**src/rtl/glpf_pkg.sv**
```systemverilog
// shared types, constants and digit helpers for the grid locator position formatter
package glpf_pkg;

  localparam int unsigned FRAME_LEN = 20;
  localparam int unsigned CNT_W     = 5;

  // configuration register indexes
  localparam logic [1:0] REG_TYPE_INDICATOR = 2'd0;
  localparam logic [1:0] REG_DEF_SYM_TABLE  = 2'd1;
  localparam logic [1:0] REG_DEF_SYM_CODE   = 2'd2;

  // register reset values
  localparam logic [7:0] RST_TYPE_INDICATOR = 8'd33;
  localparam logic [7:0] RST_DEF_SYM_TABLE  = 8'd47;
  localparam logic [7:0] RST_DEF_SYM_CODE   = 8'd62;

  // ascii characters
  localparam logic [7:0] CH_UPPER_A = 8'h41;
  localparam logic [7:0] CH_UPPER_R = 8'h52;
  localparam logic [7:0] CH_UPPER_X = 8'h58;
  localparam logic [7:0] CH_LOWER_A = 8'h61;
  localparam logic [7:0] CH_LOWER_X = 8'h78;
  localparam logic [7:0] CH_ZERO    = 8'h30;
  localparam logic [7:0] CH_NINE    = 8'h39;
  localparam logic [7:0] CH_DOT     = 8'h2E;
  localparam logic [7:0] CH_NORTH   = 8'h4E;
  localparam logic [7:0] CH_SOUTH   = 8'h53;
  localparam logic [7:0] CH_EAST    = 8'h45;
  localparam logic [7:0] CH_WEST    = 8'h57;
  localparam logic [7:0] CASE_FOLD  = 8'h20;

  typedef logic [FRAME_LEN-1:0][7:0] frame_t;

  // one accepted locator beat
  typedef struct packed {
    logic [5:0][7:0] loc_char;
    logic [3:0]      loc_length;
    logic [7:0]      symbol_table;
    logic [7:0]      symbol_code;
  } glpf_item_t;

  // configuration registers
  typedef struct packed {
    logic [7:0] type_indicator;
    logic [7:0] default_symbol_table;
    logic [7:0] default_symbol_code;
  } glpf_cfg_t;

  // decoded frame handed to the serializer
  typedef struct packed {
    logic   bad;
    frame_t frame;
  } glpf_frame_t;

  // split a value below 200 into hundreds, tens and ones digits
  function automatic logic [11:0] dec3(input logic [7:0] v);
    logic        h;
    logic [6:0]  r;
    logic [14:0] p;
    logic [3:0]  t;
    logic [6:0]  o;
    h = (v >= 8'd100);
    r = h ? 7'(v - 8'd100) : v[6:0];
    // divide by ten through reciprocal, exact below 1029
    p = 15'(r) * 15'd205;
    t = p[14:11];
    o = r - 7'(7'(t) * 7'd10);
    return {3'b000, h, t, o[3:0]};
  endfunction

  function automatic logic [7:0] dig_char(input logic [3:0] d);
    return CH_ZERO | {4'h0, d};
  endfunction

endpackage

```
**src/rtl/glpf_decode.sv**
```systemverilog
// locator check and frame build from one registered locator beat
module glpf_decode (
  input  glpf_pkg::glpf_item_t  item_i,
  input  glpf_pkg::glpf_cfg_t   cfg_i,
  output glpf_pkg::glpf_frame_t frame_o
);
  import glpf_pkg::*;

  logic [7:0] c0, c1, c2, c3, c4, c5, c4f, c5f;
  logic       len4, len6, ok_base, ok6, ok;
  logic [7:0] d0, d1, d2, d3, d4, d5;
  logic [4:0] f0, f1, s4, s5;
  logic [3:0] s2, s3;
  logic [8:0] lon_e, lon_g;
  logic [7:0] lat_d;
  logic       lat_neg, lon_neg;
  logic [7:0] lat_deg, lon_deg;
  logic [6:0] lat_min, lat_hund, lon_min, lon_hund;
  logic [5:0] k5, t5;
  logic       lon_o;
  logic [4:0] lon_t;
  logic [11:0] lat_deg_dg, lat_min_dg, lat_hund_dg, lon_deg_dg, lon_min_dg, lon_hund_dg;
  frame_t     fr;

  assign c0 = item_i.loc_char[0];
  assign c1 = item_i.loc_char[1];
  assign c2 = item_i.loc_char[2];
  assign c3 = item_i.loc_char[3];
  assign c4 = item_i.loc_char[4];
  assign c5 = item_i.loc_char[5];

  // validity checks, subsquare letters folded to lower case
  always_comb begin
    len4 = (item_i.loc_length == 4'd4);
    len6 = (item_i.loc_length == 4'd6);
    ok_base = (len4 || len6) &&
              (c0 >= CH_UPPER_A) && (c0 <= CH_UPPER_R) &&
              (c1 >= CH_UPPER_A) && (c1 <= CH_UPPER_R) &&
              (c2 >= CH_ZERO) && (c2 <= CH_NINE) &&
              (c3 >= CH_ZERO) && (c3 <= CH_NINE);
    c4f = ((c4 >= CH_UPPER_A) && (c4 <= CH_UPPER_X)) ? (c4 + CASE_FOLD) : c4;
    c5f = ((c5 >= CH_UPPER_A) && (c5 <= CH_UPPER_X)) ? (c5 + CASE_FOLD) : c5;
    ok6 = (c4f >= CH_LOWER_A) && (c4f <= CH_LOWER_X) &&
          (c5f >= CH_LOWER_A) && (c5f <= CH_LOWER_X);
    ok  = ok_base && (len4 || ok6);
  end

  // letter and digit offsets
  always_comb begin
    d0 = c0 - CH_UPPER_A;
    d1 = c1 - CH_UPPER_A;
    d2 = c2 - CH_ZERO;
    d3 = c3 - CH_ZERO;
    d4 = c4f - CH_LOWER_A;
    d5 = c5f - CH_LOWER_A;
    f0 = d0[4:0];
    f1 = d1[4:0];
    s2 = d2[3:0];
    s3 = d3[3:0];
    s4 = d4[4:0];
    s5 = d5[4:0];
  end

  // latitude: whole degrees from field and square, fraction from subsquare
  always_comb begin
    lat_d   = 8'(8'({3'b000, f1} * 8'd10) + 8'({4'h0, s3}));
    lat_neg = (lat_d < 8'd90);
    lat_deg = lat_neg ? (8'd89 - lat_d) : (lat_d - 8'd90);
    k5      = 6'({2'b00, s5[4:1]} * 6'd5);
    if (len6) begin
      if (!lat_neg) begin
        lat_min  = 7'({1'b0, k5}) + (s5[0] ? 7'd3 : 7'd1);
        lat_hund = s5[0] ? 7'd75 : 7'd25;
      end else begin
        lat_min  = (s5[0] ? 7'd56 : 7'd58) - 7'({1'b0, k5});
        lat_hund = s5[0] ? 7'd25 : 7'd75;
      end
    end else begin
      lat_min  = 7'd30;
      lat_hund = 7'd0;
    end
  end

  // longitude: two degrees per square, subsquare of five minutes
  always_comb begin
    lon_e = 9'(9'({4'h0, f0} * 9'd20) + 9'({4'h0, s2, 1'b0}));
    lon_o = (s4 >= 5'd12);
    lon_t = lon_o ? (s4 - 5'd12) : s4;
    lon_g = lon_e + 9'({8'h00, lon_o});
    t5    = 6'({2'b00, lon_t[3:0]} * 6'd5);
    if (len6) begin
      lon_neg  = (lon_g < 9'd180);
      lon_deg  = lon_neg ? 8'(9'd179 - lon_g) : 8'(lon_g - 9'd180);
      lon_min  = lon_neg ? (7'd57 - 7'({1'b0, t5})) : (7'({1'b0, t5}) + 7'd2);
      lon_hund = 7'd50;
    end else begin
      lon_neg  = (lon_e < 9'd179);
      lon_deg  = lon_neg ? 8'(9'd179 - lon_e) : 8'(lon_e - 9'd179);
      lon_min  = 7'd0;
      lon_hund = 7'd0;
    end
  end

  // decimal digits
  always_comb begin
    lat_deg_dg  = dec3(lat_deg);
    lat_min_dg  = dec3({1'b0, lat_min});
    lat_hund_dg = dec3({1'b0, lat_hund});
    lon_deg_dg  = dec3(lon_deg);
    lon_min_dg  = dec3({1'b0, lon_min});
    lon_hund_dg = dec3({1'b0, lon_hund});
  end

  // frame assembly, first character at index zero
  always_comb begin
    fr     = '0;
    fr[0]  = ok ? cfg_i.type_indicator : 8'h00;
    fr[1]  = dig_char(lat_deg_dg[7:4]);
    fr[2]  = dig_char(lat_deg_dg[3:0]);
    fr[3]  = dig_char(lat_min_dg[7:4]);
    fr[4]  = dig_char(lat_min_dg[3:0]);
    fr[5]  = CH_DOT;
    fr[6]  = dig_char(lat_hund_dg[7:4]);
    fr[7]  = dig_char(lat_hund_dg[3:0]);
    fr[8]  = lat_neg ? CH_SOUTH : CH_NORTH;
    fr[9]  = (item_i.symbol_table != 8'h00) ? item_i.symbol_table
                                            : cfg_i.default_symbol_table;
    fr[10] = dig_char(lon_deg_dg[11:8]);
    fr[11] = dig_char(lon_deg_dg[7:4]);
    fr[12] = dig_char(lon_deg_dg[3:0]);
    fr[13] = dig_char(lon_min_dg[7:4]);
    fr[14] = dig_char(lon_min_dg[3:0]);
    fr[15] = CH_DOT;
    fr[16] = dig_char(lon_hund_dg[7:4]);
    fr[17] = dig_char(lon_hund_dg[3:0]);
    fr[18] = lon_neg ? CH_WEST : CH_EAST;
    fr[19] = (item_i.symbol_code != 8'h00) ? item_i.symbol_code
                                           : cfg_i.default_symbol_code;
  end

  assign frame_o.bad   = !ok;
  assign frame_o.frame = fr;

endmodule

```
**src/rtl/glpf_serializer.sv**
```systemverilog
// frame register: one character beat out per cycle unless stalled
module glpf_serializer (
  input  logic                  clk_i,
  input  logic                  rst_ni,
  input  logic                  load_i,
  input  glpf_pkg::glpf_frame_t frame_i,
  output logic                  free_o,
  output logic                  out_valid_o,
  input  logic                  out_stall_i,
  output logic [7:0]            out_char_o,
  output logic                  last_o,
  output logic                  bad_locator_o
);
  import glpf_pkg::*;

  frame_t           frame_q;
  logic             bad_q;
  logic [CNT_W-1:0] cnt_q, cnt_d;
  logic             fire;

  assign fire   = out_valid_o && !out_stall_i;
  assign free_o = (cnt_q == '0) || (fire && (cnt_q == CNT_W'(1)));

  // remaining beat count
  always_comb begin
    cnt_d = cnt_q;
    if (load_i) begin
      cnt_d = frame_i.bad ? CNT_W'(1) : CNT_W'(FRAME_LEN);
    end else if (fire) begin
      cnt_d = cnt_q - CNT_W'(1);
    end
  end

  always_ff @(posedge clk_i or negedge rst_ni) begin
    if (!rst_ni) begin
      cnt_q <= '0;
    end else begin
      cnt_q <= cnt_d;
    end
  end

  // frame payload, shifted toward index zero on each beat
  always_ff @(posedge clk_i) begin
    if (load_i) begin
      frame_q <= frame_i.frame;
      bad_q   <= frame_i.bad;
    end else if (fire) begin
      for (int i = 0; i < FRAME_LEN - 1; i++) begin
        frame_q[i] <= frame_q[i+1];
      end
      frame_q[FRAME_LEN-1] <= 8'h00;
    end
  end

  assign out_valid_o   = (cnt_q != '0);
  assign out_char_o    = frame_q[0];
  assign last_o        = (cnt_q == CNT_W'(1));
  assign bad_locator_o = bad_q;

endmodule

```
**src/rtl/grid_locator_position_formatter_core.sv**
```systemverilog
// top level: maidenhead locator to uncompressed position frame formatter
//
// Input channel: one beat carries a locator (six characters and a length) and
// two symbol characters; accepted when in_valid_i is high and in_stall_o low.
// Output channel: one beat per frame character; accepted when out_valid_o is
// high and out_stall_i low. A good locator yields twenty beats, the last one
// flagged by last_o; a bad locator yields one beat with out_char_o zero and
// both last_o and bad_locator_o high.
// Configuration: cfg_valid_i with cfg_index_i and cfg_data_i writes one of the
// three character registers; cfg_ready_o is always high.
// Path: an accepted beat passes the input register, then the frame register,
// before its first character appears. Throughput is set by the one-character
// output channel. The next locator waits in the input register while a frame
// drains and moves into the frame register in the cycle the last beat leaves.
// Reset clears both stages and loads the registers with '!', '/' and '>'.
// A stalled receiver holds the current character; once the input register is
// also full, in_stall_o goes high.
module grid_locator_position_formatter_core (
  input  logic       clk_i,
  input  logic       rst_ni,
  input  logic       in_valid_i,
  output logic       in_stall_o,
  input  logic [7:0] loc_char0_i,
  input  logic [7:0] loc_char1_i,
  input  logic [7:0] loc_char2_i,
  input  logic [7:0] loc_char3_i,
  input  logic [7:0] loc_char4_i,
  input  logic [7:0] loc_char5_i,
  input  logic [3:0] loc_length_i,
  input  logic [7:0] symbol_table_i,
  input  logic [7:0] symbol_code_i,
  output logic       out_valid_o,
  input  logic       out_stall_i,
  output logic [7:0] out_char_o,
  output logic       last_o,
  output logic       bad_locator_o,
  input  logic       cfg_valid_i,
  output logic       cfg_ready_o,
  input  logic [1:0] cfg_index_i,
  input  logic [7:0] cfg_data_i
);
  import glpf_pkg::*;

  glpf_item_t  item_q;
  logic        item_vld_q, item_vld_d;
  glpf_cfg_t   cfg_q;
  glpf_frame_t frame;
  logic        ser_free, ser_load, in_fire;

  assign cfg_ready_o = 1'b1;

  // configuration registers
  always_ff @(posedge clk_i or negedge rst_ni) begin
    if (!rst_ni) begin
      cfg_q.type_indicator       <= RST_TYPE_INDICATOR;
      cfg_q.default_symbol_table <= RST_DEF_SYM_TABLE;
      cfg_q.default_symbol_code  <= RST_DEF_SYM_CODE;
    end else if (cfg_valid_i && cfg_ready_o) begin
      case (cfg_index_i)
        REG_TYPE_INDICATOR: cfg_q.type_indicator       <= cfg_data_i;
        REG_DEF_SYM_TABLE:  cfg_q.default_symbol_table <= cfg_data_i;
        REG_DEF_SYM_CODE:   cfg_q.default_symbol_code  <= cfg_data_i;
        default: ;
      endcase
    end
  end

  // input register handshake
  assign in_stall_o = item_vld_q && !ser_free;
  assign in_fire    = in_valid_i && !in_stall_o;
  assign ser_load   = item_vld_q && ser_free;

  always_comb begin
    item_vld_d = item_vld_q;
    if (in_fire) begin
      item_vld_d = 1'b1;
    end else if (ser_load) begin
      item_vld_d = 1'b0;
    end
  end

  always_ff @(posedge clk_i or negedge rst_ni) begin
    if (!rst_ni) begin
      item_vld_q <= 1'b0;
    end else begin
      item_vld_q <= item_vld_d;
    end
  end

  always_ff @(posedge clk_i) begin
    if (in_fire) begin
      item_q.loc_char[0]  <= loc_char0_i;
      item_q.loc_char[1]  <= loc_char1_i;
      item_q.loc_char[2]  <= loc_char2_i;
      item_q.loc_char[3]  <= loc_char3_i;
      item_q.loc_char[4]  <= loc_char4_i;
      item_q.loc_char[5]  <= loc_char5_i;
      item_q.loc_length   <= loc_length_i;
      item_q.symbol_table <= symbol_table_i;
      item_q.symbol_code  <= symbol_code_i;
    end
  end

  // locator check and frame build
  glpf_decode u_decode (
    .item_i  (item_q),
    .cfg_i   (cfg_q),
    .frame_o (frame)
  );

  // character output stage
  glpf_serializer u_serializer (
    .clk_i         (clk_i),
    .rst_ni        (rst_ni),
    .load_i        (ser_load),
    .frame_i       (frame),
    .free_o        (ser_free),
    .out_valid_o   (out_valid_o),
    .out_stall_i   (out_stall_i),
    .out_char_o    (out_char_o),
    .last_o        (last_o),
    .bad_locator_o (bad_locator_o)
  );

endmodule

```
**config.mk**
```make
export PLATFORM = sky130hd
export DESIGN_NAME = grid_locator_position_formatter_core
export DESIGN_NICKNAME = d
export VERILOG_FILES = /design/src/rtl/glpf_pkg.sv /design/src/rtl/glpf_decode.sv /design/src/rtl/glpf_serializer.sv /design/src/rtl/grid_locator_position_formatter_core.sv
export SDC_FILE = /design/constraint.sdc
export NUM_CORES = 1
export LEC_CHECK = 0
export BUFFER_PORTS_ARGS = -buffer_cell sky130_fd_sc_hd__buf_4
export CAP_MARGIN = 15
export CORE_MARGIN = 4
export CORE_UTILIZATION = 35
export CTS_BUF_LIST = sky130_fd_sc_hd__clkbuf_2 sky130_fd_sc_hd__clkbuf_4 sky130_fd_sc_hd__clkbuf_8
export DETAILED_ROUTE_END_ITERATION = 8
export PLACE_DENSITY = 0.6
export SYNTH_ARGS = -nofsm -noshare
export SYNTH_HDL_FRONTEND = slang
export SYNTH_SLANG_ARGS = --single-unit
```
**constraint.sdc**
```tcl
create_clock -name clk_i -period 9.6 [get_ports clk_i]
set_input_delay 0.48 -clock clk_i [delete_from_list [all_inputs] [get_ports clk_i]]
set_output_delay 0.48 -clock clk_i [all_outputs]
set_load 0.01 [all_outputs]
```
==> results of run 1 <==
-- repair_timing --
action | in CTS | in global routing
pin swaps | 0 | 15
gates resized for setup | 3 | 43
hold buffers | 20 | 1
endpoints found under the hold margin | 37 | 1
buffers inserted | 0 | 13
setup endpoints to repair | 1 | 5
-- Yosys cell counts, types with 4 or more instances --
master	n	area [µm²]
buf_2	5	25.02
o21ai_0	70	350.3
or2_2	4	25.02
o31ai_1	4	30.03
mux2i_1	4	40.04
edfxtp_1	158	4745
nor3_1	21	105.1
a211oi_1	7	52.55
nor4_1	6	37.54
a21o_1	15	112.6
a21oi_1	93	465.5
nand2_1	232	870.8
buf_4	9	67.56
nand2b_1	12	75.07
nor2b_1	10	62.56
o21bai_1	5	37.54
clkbuf_1	45	168.9
xor2_1	26	227.7
o211ai_1	13	97.59
ha_1	208	2603
nor3b_1	5	37.54
dfrtp_1	18	450.4
o22ai_1	4	25.02
nand4_1	9	56.30
nor2_1	58	217.7
or4_1	4	30.03
inv_1	141	529.3
dfxtp_1	71	1421
nand3b_1	4	30.03
nand3_1	100	500.5
and3_1	18	112.6
buf_1	9	33.78
dfstp_2	12	315.3
and2_1	13	81.33
fa_1	44	880.8
xnor2_1	65	569.3
a31oi_1	9	56.30
mux2_2	28	315.3
a22o_1	13	113.9
-- sequential cells by signal (all words and copies together) (netlist names) --
signal / count
item_q: 68
cfg_q: 24
u_serializer.frame_q: 152
u_serializer.cnt_q: 5
u_serializer.bad_locator_o: 1
u_serializer.out_char_o: 8
item_vld_q: 1
-- final cells by class --
type / instances / area [µm²]
inverters: 142 / 533.0
repair buffers: 155 / 1220
clock buffers: 53 / 691.9
clock inverters: 25 / 267.8
well taps: 607 / 759.5
flip-flops and latches: 259 / 6932
diodes: 1 / 2.502
multi-input cells: 1177 / 9190
fillers: 4533 / 27260
-- through the flow --
| step | setup WS (ns) | cells | area, µm² |
|---|---|---|---|
| 6_report | 0.4043 | 2419 | 19600 |
| 5_1_grt | -0.1223 | 2419 | 19600 |
| 4_1_cts | 0.01849 | 2404 | 19270 |
| 3_5_place_dp | -0.08458 | 2306 | 18100 |
| 3_3_place_gp | 0.1427 | 2306 | 18100 |
| 2_1_floorplan | 0.1040 | 1647 | 16710 |
-- cells in the final DEF (no fill, tap or decap), types with 15 or more instances in the layout --
master         count
a21o_1            15
a21oi_1           90
and3_1            17
buf_4            133
clkbuf_8          47
dfrtp_1           18
dfxtp_1           71
dlygate4sd3_1     21
edfxtp_1         158
fa_1              42
ha_1             206
inv_1            140
mux2_2            28
nand2_1          229
nand3_1           99
nor2_1            53
nor3_1            20
o21ai_0           67
xnor2_1           61
xor2_1            23
-- critical path, delay by kind of cell (launching register included) --
| family | cells | cell delay [ns] |
|---|---|---|
| AOI/OAI and AO/OA | 11 | 2.13 |
| and+or+nand+nor | 8 | 1.43 |
| muxes | 1 | 0.18 |
| xor gates and xnor gates | 3 | 0.43 |
| adders and majority gates | 12 | 3.74 |
| DFF | 1 | 0.40 |
| buffers and inverters | 9 | 0.56 |
-- cell families after synthesis --
group	Yosys count	share of synthesized area
simple gates	518	0.1468
compound gates	271	0.1008
flops	259	0.4149
fa+ha+maj	253	0.2091
buf+inv	211	0.05025
xor+xnor	97	0.05474
mux	34	0.02299
other cells	2	0.0004495
-- routing by layer --
layer	vias up	track usage	wire length, µm
li1	6003	-	-
met1	5658	0.1968	17380
met2	194	0.2252	16710
met3	43	0.02434	1494
met4	0	0.03181	536
met5	-	0	0
-- final timing paths --
path / startpoint / endpoint / slack, ns / cells past startpoint
hold / removal: loc_char3_i[5] / item_q[49]$_DFFE_PP_ / 0.05 / 1
hold reg to reg: u_serializer.frame_q[110]$_SDFFE_PP0P_ / u_serializer.frame_q[102]$_SDFFE_PP0P_ / 0.45 / 2
setup reg to reg: item_q[29]$_DFFE_PP_ / u_serializer.frame_q[19]$_DFFE_PP_ / 0.40 / 44
setup / recovery: item_q[29]$_DFFE_PP_ / u_serializer.frame_q[19]$_DFFE_PP_ / 0.40 / 44
max in group asynchronous: rst_ni / cfg_q[16]$_DFFE_PN1P_ / 8.91 / 2
min in group asynchronous: rst_ni / cfg_q[12]$_DFFE_PN0P_ / 0.36 / 2
==> reports/results.env, run 1 <==
GRT_START_MAX_NET_PINS=99
TIGHTESTPINTRANSITION_NS=1.008
FINALHOLDVIOLATIONS=0
MAX_CAPACITANCE_VIOLATION_COUNT=0
CTS.HTREE.LEVELS=2
SYN_AVG_CELL_AREA_UM2=10.16
DRT.ANTENNA.VIOLATING_NETS=0
SYNTH-SEQ-AREA-SHARE=0.4149
WORST_EP_REQUIRED_TIME_NS=9.92
YOSYS.CELL_TYPES.COUNT=89
ROWS=79
FINALCOREUTILIZATION=0.4183
POST_SYNTH_INSTANCE_AREA_UM2=16710
CRITPATHARRIVALTIME_NS=9.52
CTS_NUM_SINKS=259
FINAL_MAX_SLEW_VIOL_COUNT=0
FINALWORSTPATHREQUIREDPERIOD_NS=9.196
YS.WARNINGS.COUNT=0
DIE-WIDTH_UM=226.5
CRIT_TYPE='reg -> reg'
WORSTPATHMAXFANOUT=6
FIRST_PASS_ITERS=5
GRT_ANTENNA_BEFORE_REPAIR=1
NUM_IO_PINS=96
DETAILEDPLACEMENTHPWL_UM=25540
DRIVE_ABOVE_1_SHARE=0.1695
SYNTH_EDF_COUNT=158
SYNTH_TO_FINAL_AREA_CHANGE_PCT=17.29
FINAL_MIN_PERIOD_OVER_CLOCK_PERIOD=0.9579
PLACE.PORT_BUFFERS=94
CRITICAL-PATH-SLOWEST-CELL='or4_4'
GRT_OVERFLOW=0
CRITPATHMAXSTAGEDELAY_NS=0.57
NUMBER_OF_SYNTHESIZED_REGISTER_BITS=259
CTS_BUFFERS=42
MAX_CLOCK_FREQ_MHz=108.7
FIRST_GLOBAL_VIAS=11750
ROUTED_WIRE_LENGTH_PER_INSTANCE_UM=14.93
GRT_FIRST_PASS_WIRELENGTH_UM=58940
CLOCK_TREE.ROOT_CELL='clkbuf_8'
DR_TOTAL_VIAS=11900
FIRST_ITER_VIOLATIONS=659
FINAL.SETUP.TNS_NS=0
DRCVIOLATIONCOUNT=0
CORE_REGION_AREA_UM2=46850
STARTPOINT_TYPE='flip-flop'
NNETSFINAL=2112
WHS_NS=0.05076
POST_SYNTHESIS_CELL_COUNT=1645
GRTUSAGETOTAL=0.1393
DRT-VIAS-PER-INSTANCE=4.919
CTS-ROOT-TO-SINK-BUFFERS=3
ROUTED_WIRELENGTH_UM=36120
SYNTHFLOPTYPE='edfxtp_1'
CLK_PIN_SLEW_WORST_PATHS_NS=0.07
CLOCK_INSERTION_DELAY_WORST_SKEW_NS=0.61
CTS_TREE='built'
MOST_FREQUENT_CP_CELL='inv_1'
MAX_TRANSITION_MARGIN=0.3280
STATUS='complete, no violations'
DIE_AREA_UM2=51300
TIMING.CRITICAL_PATH.TO_TYPE='flip-flop'
DIE_H_UM=226.5
WORSTHOLDPATHTYPE='in -> reg'
FIN_WORST_SKEW_NS=0.03808
ASYNC_FLOP_SHARE=0.1158
FINAL-SETUP-VIOL-COUNT=0
GLOBALPLACE.CONGESTION=0.8608
FLOORPLAN.INITIALDENSITY=0.3566
Power of run 1 is left out: the tool's default activity adds up to more than one toggle a clock period on the data nets, which glitch-free logic cannot reach.
==> inputs of run 2 (changes only) <==
GPL_TIMING_DRIVEN = 0   (was unset)
==> reports/results.env, run 2 (synthesis gave the netlist of run 1 again) <==
STATUS='complete, no violations'  # unchanged
FIRST_ITER_VIOLATIONS=714  # was 659
FIRST_GLOBAL_VIAS=12110  # was 11750
CTS.HTREE.LEVELS=2  # unchanged
GRT_START_MAX_NET_PINS=63  # was 99
CTS-ROOT-TO-SINK-BUFFERS=3  # unchanged
FIN_WORST_SKEW_NS=0.02900  # was 0.03808 ns
TIGHTESTPINTRANSITION_NS=0.8603  # was 1.008 ns
FINALHOLDVIOLATIONS=0  # unchanged
FINAL.SETUP.TNS_NS=0  # unchanged
GRT_ANTENNA_BEFORE_REPAIR=2  # was 1
FINAL_MAX_SLEW_VIOL_COUNT=0  # unchanged
ROUTED_WIRE_LENGTH_PER_INSTANCE_UM=15.59  # was 14.93 µm
CLOCK_TREE.ROOT_CELL='clkbuf_8'  # unchanged
MAX_CAPACITANCE_VIOLATION_COUNT=0  # unchanged
STARTPOINT_TYPE='flip-flop'  # unchanged
MAX_FFS_PER_REGISTER=152  # unchanged
ROUTED_WIRELENGTH_UM=38580  # was 36120 µm
FIRST_PASS_ITERS=5  # unchanged
PLACE.PORT_BUFFERS=94  # unchanged
WORSTPATHMAXFANOUT=6  # unchanged
GRT_OVERFLOW=0  # unchanged
DRCVIOLATIONCOUNT=0  # unchanged
FINAL-SETUP-VIOL-COUNT=0  # unchanged
SYNTH_TO_FINAL_AREA_CHANGE_PCT=19.34  # was 17.29%
LEADING_CELL_TYPE_IN_THE_LAYOUT_FILL_AND_TAPS_EXCLUDED='nand2_1'  # unchanged
NNETSFINAL=2166  # was 2112
REGISTERS.TOP_BY_FF_COUNT='u_serializer.frame_q'  # unchanged
TIMING.CRITICAL_PATH.TO_TYPE='flip-flop'  # unchanged
NUM_IO_PINS=96  # unchanged
NUMBER_OF_FILLERS_IN_THE_FINAL_LAYOUT=4570  # was 4533
CRIT_TYPE='reg -> reg'  # unchanged
CTS_NUM_SINKS=259  # unchanged
MAX_TRANSITION_MARGIN=0.4252  # was 0.3280
DRT-VIAS-PER-INSTANCE=4.994  # was 4.919
DRIVE_ABOVE_1_SHARE=0.1944  # was 0.1695
CTS_BUFFERS=44  # was 42
WORSTHOLDPATHTYPE='in -> reg'  # unchanged
DETAILEDPLACEMENTHPWL_UM=28890  # was 25540 µm
CTS_TREE='built'  # unchanged
DRT.ANTENNA.VIOLATING_NETS=0  # unchanged
GRTUSAGETOTAL=0.1454  # was 0.1393
CLOCK_INSERTION_DELAY_WORST_SKEW_NS=0.58  # was 0.61 ns
LAYOUT_COMMON_CELLS='nand2_1, ha_1, edfxtp_1, buf_4, inv_1'  # was nand2_1, ha_1, edfxtp_1, inv_1, buf_4
GLOBALPLACE.CONGESTION=0.8723  # was 0.8608
FINALWORSTPATHREQUIREDPERIOD_NS=9.191  # was 9.196 ns
DIE-WIDTH_UM=226.5  # unchanged
MAX_CLOCK_FREQ_MHz=108.8  # was 108.7 MHz
CORE_REGION_AREA_UM2=46850  # unchanged
FINAL_MIN_PERIOD_OVER_CLOCK_PERIOD=0.9574  # was 0.9579
MOST_FREQUENT_CP_CELL='ha_1'  # was inv_1
DIE_AREA_UM2=51300  # unchanged
GRT_FIRST_PASS_WIRELENGTH_UM=60820  # was 58940 µm
CRITPATHARRIVALTIME_NS=9.62  # was 9.52 ns
DR_TOTAL_VIAS=12360  # was 11900
DIE_H_UM=226.5  # unchanged
LARGEST_REGISTERS='u_serializer.frame_q (152), item_q (68), cfg_q (24)'  # unchanged
CRITICAL-PATH-SLOWEST-CELL='or4_4'  # unchanged
WORST_EP_REQUIRED_TIME_NS=10.03  # was 9.92 ns
CRITPATHMAXSTAGEDELAY_NS=0.58  # was 0.57 ns
ROWS=79  # unchanged
FLOORPLAN.INITIALDENSITY=0.3566  # unchanged
CLK_PIN_SLEW_WORST_PATHS_NS=0.07  # about the same
[run 2: cell types whose count changed in the layout (fill, tap and decap cells not counted), sizes merged]
cell and change:
clkbuf +58, dlygate4sd3 -20, inv -2, bufinv -5, clkinvlp +1, clkinv -4, buf +28
[run 2: stage by stage]
| step | area [µm²] | hold WS [ns] | worst slack (ns) | instances | utilization |
|---|---|---|---|---|---|
| after global placement | 18180 | 0.4364 | -0.8019 | 2348 | 0.3880 |
| after CTS | 19340 | 0.03017 | 0.02617 | 2440 | 0.4129 |
| after floorplan | 16710 | 0.1844 | 0.1040 | 1647 | - |
| after global routing | 19940 | 0.02688 | -0.01903 | 2475 | 0.4255 |
| after detailed placement | 18270 | 0.4428 | -1.014 | 2352 | 0.3899 |
| final | 19940 | 0.06785 | 0.4092 | 2475 | 0.4255 |
[run 2: path summary, 6_finish.rpt]
| check | endpoint | slack (ns) | depth (start not counted) | from |
|---|---|---|---|---|
| worst max-delay path | u_serializer.frame_q[19]$_DFFE_PP_ | 0.41 | 41 | item_q[29]$_DFFE_PP_ |
| worst min-delay path | item_q[5]$_DFFE_PP_ | 0.07 | 1 | symbol_code_i[5] |
| worst max register to register | u_serializer.frame_q[19]$_DFFE_PP_ | 0.41 | 41 | item_q[29]$_DFFE_PP_ |
| worst min register to register | u_serializer.frame_q[94]$_SDFFE_PP0P_ | 0.45 | 2 | u_serializer.frame_q[102]$_SDFFE_PP0P_ |
| max in group asynchronous | cfg_q[5]$_DFFE_PN1P_ | 8.89 | 2 | rst_ni |
| min in group asynchronous | cfg_q[0]$_DFFE_PN0P_ | 0.38 | 2 | rst_ni |
[run 2: metal layers]
layer | share of wire | GRT usage | up-vias
li1 | - | - | 6127
met1 | 0.47 | 0.2007 | 5932
met2 | 0.47 | 0.2420 | 252
met3 | 0.051 | 0.02745 | 47
met4 | 0.014 | 0.02710 | 2
met5 | 0.00034 | 0 | -
[run 2: cell type report]
type                            instances  area [µm²]  area share
Buffer                                 67       307.8     0.01544
Tap cell                              607       759.5     0.03809
Timing Repair Buffer                  140        1110     0.05566
Clock buffer                           67       803.3     0.04029
Clock inverter                         15       105.1    0.005271
Sequential cell                       259        6932      0.3477
Multi-Input combinational cell       1177        9385      0.4707
Antenna cell                            1       2.502   0.0001255
Inverter                              142       533.0     0.02673
[run 2: what timing repair did]
action / in CTS / in global routing
endpoints found under the setup margin: 9 / 8
resized for setup: 25 / 64
hold buffers: 1 / 0
hold endpoints to repair: 18 / 0
setup buffers: 6 / 35
pin swaps: 4 / 31
[run 2: critical path, delay by kind of cell, from the launching register on]
| family | cells | cell delay, ns |
|---|---|---|
| fa+ha+maj | 11 | 3.16 |
| simple gates | 10 | 2.17 |
| compound gates | 8 | 1.57 |
| xor+xnor | 4 | 0.93 |
| buf+inv | 7 | 0.56 |
| flops | 1 | 0.44 |
| mux | 1 | 0.22 |
Power of run 2 is left out for the same reason.
